[src/hw/rtl/nghri_pkg.sv]
// shared constants, types and codes for the n-gram hash row indexer
`timescale 1ns / 1ps
package nghri_pkg;
    localparam int MaxNgram      = 4;
    localparam int Heads         = 8;
    localparam int MapEntries    = 131072;
    localparam int LayerSlots    = 4;
    localparam int HistDepth     = MaxNgram - 1;
    localparam int SlotsPerLayer = (MaxNgram - 1) * Heads;
    localparam int MapAw         = $clog2(MapEntries);
    localparam int LsW           = (LayerSlots > 1) ? $clog2(LayerSlots) : 1;
    localparam int KW            = $clog2(MaxNgram);
    localparam int ColW          = $clog2(SlotsPerLayer);
    localparam int HeadW         = (Heads > 1) ? $clog2(Heads) : 1;
    localparam int SeenW         = $clog2(MaxNgram);
    localparam int MulDepth      = LayerSlots * MaxNgram;
    localparam int PrDepth       = LayerSlots * SlotsPerLayer;
    localparam int MulAw         = $clog2(MulDepth);
    localparam int PrAw          = $clog2(PrDepth);

    localparam logic [2:0] FUNC_TOKEN  = 3'd0;
    localparam logic [2:0] FUNC_MAP    = 3'd1;
    localparam logic [2:0] FUNC_MULT   = 3'd2;
    localparam logic [2:0] FUNC_PRIME  = 3'd3;
    localparam logic [2:0] FUNC_OFFSET = 3'd4;
    localparam logic [2:0] FUNC_ROWS   = 3'd5;

    localparam logic [1:0] ERR_OK    = 2'd0;
    localparam logic [1:0] ERR_MAP   = 2'd1;
    localparam logic [1:0] ERR_RANGE = 2'd2;

    localparam logic CFG_PAD = 1'b0;
    localparam logic CFG_MAP = 1'b1;

    // divider handshake
    typedef struct packed {
        logic        start;
        logic [63:0] num;
        logic [63:0] den;
    } div_req_t;

    typedef struct packed {
        logic        busy;
        logic        done;
        logic [63:0] rem;
    } div_rsp_t;
endpackage

[src/hw/rtl/nghri_div.sv]
// shared iterative unit: truncating signed remainder, one bit a cycle
`timescale 1ns / 1ps
module nghri_div (
    input  logic                aclk,
    input  logic                aresetn,
    input  nghri_pkg::div_req_t req,
    output nghri_pkg::div_rsp_t rsp
);
    import nghri_pkg::*;

    logic [63:0] quo_reg, quo_next;
    logic [64:0] rem_reg, rem_next;
    logic [63:0] den_reg, den_next;
    logic [6:0]  cnt_reg, cnt_next;
    logic        neg_reg, neg_next;
    logic        busy_reg, busy_next;
    logic        done_reg, done_next;
    logic [64:0] shifted;
    logic [64:0] diff;
    logic [63:0] rem_out;

    always_comb begin
        quo_next  = quo_reg;
        rem_next  = rem_reg;
        den_next  = den_reg;
        cnt_next  = cnt_reg;
        neg_next  = neg_reg;
        busy_next = busy_reg;
        done_next = 1'b0;
        shifted   = {rem_reg[63:0], quo_reg[63]};
        diff      = shifted - {1'b0, den_reg};
        if (req.start) begin
            neg_next  = req.num[63];
            quo_next  = req.num[63] ? (64'd0 - req.num) : req.num;
            den_next  = req.den[63] ? (64'd0 - req.den) : req.den;
            rem_next  = '0;
            cnt_next  = 7'd64;
            busy_next = 1'b1;
        end else if (busy_reg) begin
            quo_next = {quo_reg[62:0], 1'b0};
            rem_next = diff[64] ? shifted : diff;
            cnt_next = cnt_reg - 7'd1;
            if (cnt_reg == 7'd1) begin
                busy_next = 1'b0;
                done_next = 1'b1;
            end
        end
    end

    always_ff @(posedge aclk) begin
        quo_reg <= quo_next;
        rem_reg <= rem_next;
        den_reg <= den_next;
        cnt_reg <= cnt_next;
        neg_reg <= neg_next;
        if (!aresetn) begin
            busy_reg <= 1'b0;
            done_reg <= 1'b0;
        end else begin
            busy_reg <= busy_next;
            done_reg <= done_next;
        end
    end

    assign rem_out  = rem_reg[63:0];
    assign rsp.busy = busy_reg;
    assign rsp.done = done_reg;
    assign rsp.rem  = neg_reg ? (64'd0 - rem_out) : rem_out;
endmodule

[config.mk]
export PLATFORM = sky130hd
export DESIGN_NAME = nghri_div
export DESIGN_NICKNAME = d
export VERILOG_FILES = /design/src/hw/rtl/nghri_pkg.sv /design/src/hw/rtl/nghri_div.sv
export SDC_FILE = /design/constraint.sdc
export NUM_CORES = 1
export LEC_CHECK = 0
export BUFFER_PORTS_ARGS = -buffer_cell sky130_fd_sc_hd__buf_2
export CORE_MARGIN = 1.5
export CORE_UTILIZATION = 31
export CTS_BUF_LIST = sky130_fd_sc_hd__clkbuf_4
export DETAILED_ROUTE_END_ITERATION = 10
export GPL_ROUTABILITY_DRIVEN = 0
export HOLD_SLACK_MARGIN = 0.06
export PLACE_DENSITY = 0.5
export SYNTH_ARGS = -nofsm -noshare
export SYNTH_HDL_FRONTEND = slang
export SYNTH_SLANG_ARGS = --single-unit
[constraint.sdc]
create_clock -name aclk -period 4.9 [get_ports aclk]
set_clock_uncertainty 0.15 [all_clocks]
set_input_delay 0.98 -clock aclk [delete_from_list [all_inputs] [get_ports aclk]]
set_output_delay 0.98 -clock aclk [all_outputs]
set_load 0.01 [all_outputs]
* Yosys cells after proc, flatten, opt, wreduce, memory -nomap -nowiden
Cells that the tools add are included.
** Cells by class
- Add/subtract/negate cells :: 5
- Equality and inequality tests :: 1
- Mux-type cells :: 10
- Bitwise logic cells :: 2
- Reduce and logical (&&, ||, !) cells :: 2
** Operator list (number)
- 64-bit two-way mux :: 5
- 1-bit by 64-bit subtractor with 64-bit output (first input constant) :: 3
- 65-bit by 64-bit subtractor with 65-bit output :: 1
- 63-bit two-way mux :: 1
- 7-bit by 1-bit == test with 1-bit output (second input constant) :: 1
- 7-bit by 1-bit subtractor with 7-bit output (second input constant) :: 1
- 1-bit two-way mux :: 4
- 3-bit OR reduction :: 1
- 1-bit NOT :: 2
- 2-bit nonzero test :: 1
** Word-level totals
- Register bits after elaboration :: 202
- Bits of input ports :: 131
- Output and inout bits :: 66
- Word-level logic and storage cells :: 28

* Longest topological paths before layout
- Depth after elaboration :: 4
- Depth in mapped cells :: 15
- Mapped depth without buffers :: 13

* Least setup slack after synthesis
No wires, ideal clock.
- Path type :: reg2out
- From :: register rem_reg[11]
- To :: output rsp[48] (netlist name)
- Data arrival time :: 3.309 ns
- Data required time :: 3.770 ns
- Slack :: 0.461 ns
- Cell stages (with the launch flop) :: 11
- Buffers on the path :: 0
- Path through :: dfxtp_1 -> or4_4 -> or4_4 -> or4_4 -> nor3_2 -> nand2_1 -> or4_4 -> or2_1 -> o21ai_4 -> o21ai_0 -> xor2_1
** RTL lines
- start, declared :: RTL line nghri_div.sv:12 : logic [64:0] rem_reg, rem_next;
- start signal, assigned :: RTL line nghri_div.sv:52 : rem_reg <= rem_next;
- end, declared :: RTL line nghri_div.sv:7 : output nghri_pkg::div_rsp_t rsp

==> impl_metrics.json <==
{
  "syn-num-nets": 2011,
  "via_per_inst": 5.21,
  "worst_setup_path_type": "reg -> out",
  "grt.total_usage_pct": 18.8,
  "power.share.sequential_pct": 37.9,
  "grt_setup_unrepaired": "yes",
  "synth_compound_area_share_pct": 21.2,
  "wirelength_mm": 48.4,
  "post_synth_instance_area_um2": 15600,
  "slew_headroom_pct": 31.6,
  "clk_transition_reported_paths_ns": 0.05,
  "route.detailed.wl_per_inst_um": 17.5,
  "status": "finished with violations",
  "num_rows": 81,
  "multi_input_area_um2": 9680,
  "ys_async_sr_fraction_pct": 0,
  "synth_sequential_area_ratio_pct": 34.2,
  "worstMarginPinSlew_ns": 1.03,
  "yosys.area_share.xor_xnor_pct": 13.9,
  "finalHoldViolations": 0,
  "n_fill_cell": 5137,
  "synth.distinct_cells": 77,
  "grt_max_degree": 202,
  "final_nets": 2243,
  "worst_slack_ns": -0.467,
  "finalWorstPathRequiredPeriod_ns": 5.37,
  "layout_cell_share_with_drive_strength_beyond_1_pct": 21.3,
  "worstHoldEndpoint": "den_reg[0]",
  "fmax_mhz": 186,
  "post_synth.cell_area_avg_um2": 8.61,
  "synthMuxAreaShare_pct": 2.57,
  "crit_path_top_delay_cell": "sky130_fd_sc_hd__or4_4",
  "worst_hold_path_type": "in -> reg",
  "crit_buf_inv": 1,
  "netlist_instances": 1810,
  "cpLargestDelayFamily": "simple AND/OR/NAND/NOR gates",
  "detailedRoute.firstPassIterationCount": 6,
  "antenna_found_initial": 10,
  "part_of_the_power_in_combinational_logic_pct": 27.5,
  "endpoint_kind": "primary output",
  "cp_common_cell": "sky130_fd_sc_hd__or4_4",
  "startpoint_types": "flop",
  "reg2reg_to": "rem_reg[11]",
  "io_pins": 197,
  "sequential_cell_area_um2": 5340,
  "worst_hold_path_startpoint": "req[0]",
  "synth_warn": 0,
  "synth_edf_count": 129,
  "internal_power_w": 0.00365,
  "tritoncts_num_sinks": 202,
  "critical_path_data_required_time_ns": 3.77,
  "final_cells": 2765,
  "insertion_delay_ns": 0.81,
  "power_frac_clock_pct": 34.6,
  "cts_tree": "done",
  "cts_made_buffers": 67,
  "post_synth_and_or_nand_nor_area_fraction_pct": 17.4,
  "dominantRegCellSynth": "sky130_fd_sc_hd__edfxtp_1",
  "synth_fa_ha_area_share_pct": 5.67,
  "layout_area_overhead_pct": 20.2,
  "worst-path-stages": 11,
  "final-setup-viol-count": 19,
  "timing.final.crit_share_pct": 110,
  "cts_htree_levels": 3,
  "worst_hold_slack_ns": 0.272,
  "power.total_w": 0.00548,
  "detailroute.via_count": 14400,
  "powerDensity_nw_per_um2": 293,
  "r2r_slack_ns": 0.59,
  "die_y_extent_um": 227,
  "cts_root_buffer": "sky130_fd_sc_hd__clkbuf_4",
  "postRouteAntennaNets": 0,
  "static-leakage-power_nw": 7.63,
  "drt-initial-drc-count": 808,
  "drv.max_cap_violation_count": 0,
  "place_hpwl_mm": 36.4,
  "path_cells": "or4_4 > or4_4 > or4_4 > nor3_4 > nand2_2 > or4_4 > or2_4 > o21ai_4 > o21ai_1 > xor2_1 > buf_2",
  "grt_first_pass_wirelength_mm": 75.4,
  "synth_area_leader_cell": "sky130_fd_sc_hd__edfxtp_1",
  "placedCellCount": 2620,
  "cts.hold.buffers_added": 0,
  "buffer_ports.inserted": 196,
  "count_of_cells_along_the_worst_hold_path": 1,
  "drc_errors": 0,
  "gr-total-overflow": 0,
  "synth.area.top_cells": "sky130_fd_sc_hd__edfxtp_1 25%, sky130_fd_sc_hd__dfxtp_1 9.4%, sky130_fd_sc_hd__xnor2_1 8.6%, sky130_fd_sc_hd__ha_1 5.5%, sky130_fd_sc_hd__xor2_1 5.3%",
  "cp_data_arrival_time_ns": 4.24,
  "synth.ff_latch_count": 202,
  "initial_utilization_pct": 31.6,
  "fp.dieArea_um2": 51600,
  "worst_path_largest_cell_delay_ns": 0.53,
  "final.setup.tns_ns": -6.92,
  "final-max-slew-violation-count": 0,
  "design.core.area_um2": 49300,
  "max-vdd-ir-drop_uv": 146,
  "switchingPower_w": 0.00183,
  "combinational_family_with_the_most_area_after_synthesis": "compound AO/OA/AOI/OAI gates",
  "synth_top_area_share_pct": 24.9,
  "clockBufferDepth": 3,
  "crit_fanout": 5,
  "rr_startpoint": "quo_reg[63]",
  "first_global_vias": 13800,
  "violated_checks": "negative setup slack",
  "floorplan.die.width_um": 227,
  "worstRegToRegCells": 14,
  "switching_share_pct": 33.4
}
stage by stage:
stage                     util, %  instance area, um2  setup WS, ns
after floorplan                 -               15600         0.461
after global placement       35.5               17500         0.115
after detailed placement     35.5               17500        0.0842
after CTS                    37.8               18600        -0.591
after global routing         38.0               18700        -0.644
final                        38.0               18700        -0.467
worst register-to-register path, delay by kind of cell, from the launching register on:
family / cells / cell delay, ns
mux: 1 / 0.27
fa+ha+maj: 2 / 0.39
compound gates: 7 / 2.10
buf+inv: 2 / 0.37
simple gates: 1 / 0.15
xor+xnor: 1 / 0.26
flops: 1 / 0.42
what timing repair did:
item / 4_1_cts / 5_1_grt
setup buffers: 9 / 8
endpoints found under the setup margin: 21 / 23
pin swaps: 13 / 12
endpoints found under the hold margin: 0 / 0
gates resized for setup: 37 / 8
power by group through the flow:
stage / Sequential, W / Combinational (W) / Clock, W
2_1_floorplan: 0.00209 / 0.000974 / 0
3_3_place_gp: 0.00210 / 0.00146 / 0
3_5_place_dp: 0.00211 / 0.00147 / 0
4_1_cts: 0.00207 / 0.00150 / 0.00198
5_1_grt: 0.00209 / 0.00167 / 0.00207
6_report: 0.00207 / 0.00151 / 0.00190
area by class of cell:
cell class,count,share of cell area [%]
Tap cell,664,4.44
Antenna cell,7,0.0935
Clock inverter,19,0.682
Sequential cell,202,28.5
Clock buffer,102,4.09
Multi-Input combinational cell,1407,51.7
Timing Repair Buffer,270,8.60
Inverter,94,1.88
synth_stat cells (9+ instances only):
library cell,count
sky130_fd_sc_hd__a211oi_1,40
sky130_fd_sc_hd__a21o_1,9
sky130_fd_sc_hd__a21oi_1,154
sky130_fd_sc_hd__a32oi_1,10
sky130_fd_sc_hd__clkbuf_1,95
sky130_fd_sc_hd__dfxtp_1,73
sky130_fd_sc_hd__edfxtp_1,129
sky130_fd_sc_hd__ha_1,69
sky130_fd_sc_hd__inv_1,94
sky130_fd_sc_hd__mux2i_1,40
sky130_fd_sc_hd__nand2_1,144
sky130_fd_sc_hd__nand2b_1,18
sky130_fd_sc_hd__nand3_1,27
sky130_fd_sc_hd__nand4_1,25
sky130_fd_sc_hd__nor2_1,149
sky130_fd_sc_hd__nor3_1,28
sky130_fd_sc_hd__nor4_1,18
sky130_fd_sc_hd__o21a_1,12
sky130_fd_sc_hd__o21ai_0,125
sky130_fd_sc_hd__o21bai_1,11
sky130_fd_sc_hd__o31ai_1,56
sky130_fd_sc_hd__o41ai_1,33
sky130_fd_sc_hd__or3_1,35
sky130_fd_sc_hd__or4_1,25
sky130_fd_sc_hd__xnor2_1,153
sky130_fd_sc_hd__xor2_1,95
metal layers:
metal | vias to the layer above | share of wire (%) | track usage, %
met5 | - | 0.20 | 0
met4 | 14 | 2.9 | 6.88
met3 | 101 | 7.5 | 5.47
met2 | 405 | 46 | 30.5
met1 | 6706 | 43 | 23.5
li1 | 7168 | - | -
worst max-delay path by stage:
| stage | startpoint | endpoint | slack, ns |
|---|---|---|---|
| after floorplan | rem_reg[11] | rsp[48] | 0.46 |
| after global placement | rem_reg[11] | rsp[48] | 0.12 |
| after detailed placement | rem_reg[11] | rsp[60] | 0.08 |
| after CTS | rem_reg[12] | rsp[60] | -0.59 |
| after global routing | rem_reg[12] | rsp[56] | -0.64 |
| final | rem_reg[11] | rsp[60] | -0.47 |
cells by family after synthesis:
kind of cell	Yosys count
muxes	40
buffers and inverters	201
AOI/OAI and AO/OA	515
and+or+nand+nor	534
xor gates and xnor gates	248
adders and majority gates	70
DFF	202
cell usage in the layout, fill, tap and decap left out, types with 12 or more instances in the layout:
cell type                  count
sky130_fd_sc_hd__a21oi_1     153
sky130_fd_sc_hd__a211oi_1     40
sky130_fd_sc_hd__nand2_1     141
sky130_fd_sc_hd__nand3_1      27
sky130_fd_sc_hd__nand2b_1     17
sky130_fd_sc_hd__nor3_1       27
sky130_fd_sc_hd__xnor2_1     150
sky130_fd_sc_hd__o21a_1       12
sky130_fd_sc_hd__mux2i_1      40
sky130_fd_sc_hd__dfxtp_1      71
sky130_fd_sc_hd__buf_2       195
sky130_fd_sc_hd__buf_4        66
sky130_fd_sc_hd__inv_1        93
sky130_fd_sc_hd__xor2_1       94
sky130_fd_sc_hd__o31ai_1      54
sky130_fd_sc_hd__o21ai_0     117
sky130_fd_sc_hd__ha_1         69
sky130_fd_sc_hd__edfxtp_1    129
sky130_fd_sc_hd__or4_1        25
sky130_fd_sc_hd__o41ai_1      30
sky130_fd_sc_hd__nor4_1       17
sky130_fd_sc_hd__clkbuf_4    102
sky130_fd_sc_hd__nand4_1      25
sky130_fd_sc_hd__nor2_1      147
sky130_fd_sc_hd__or3_1        34
(Power assumes the default switching activity.)
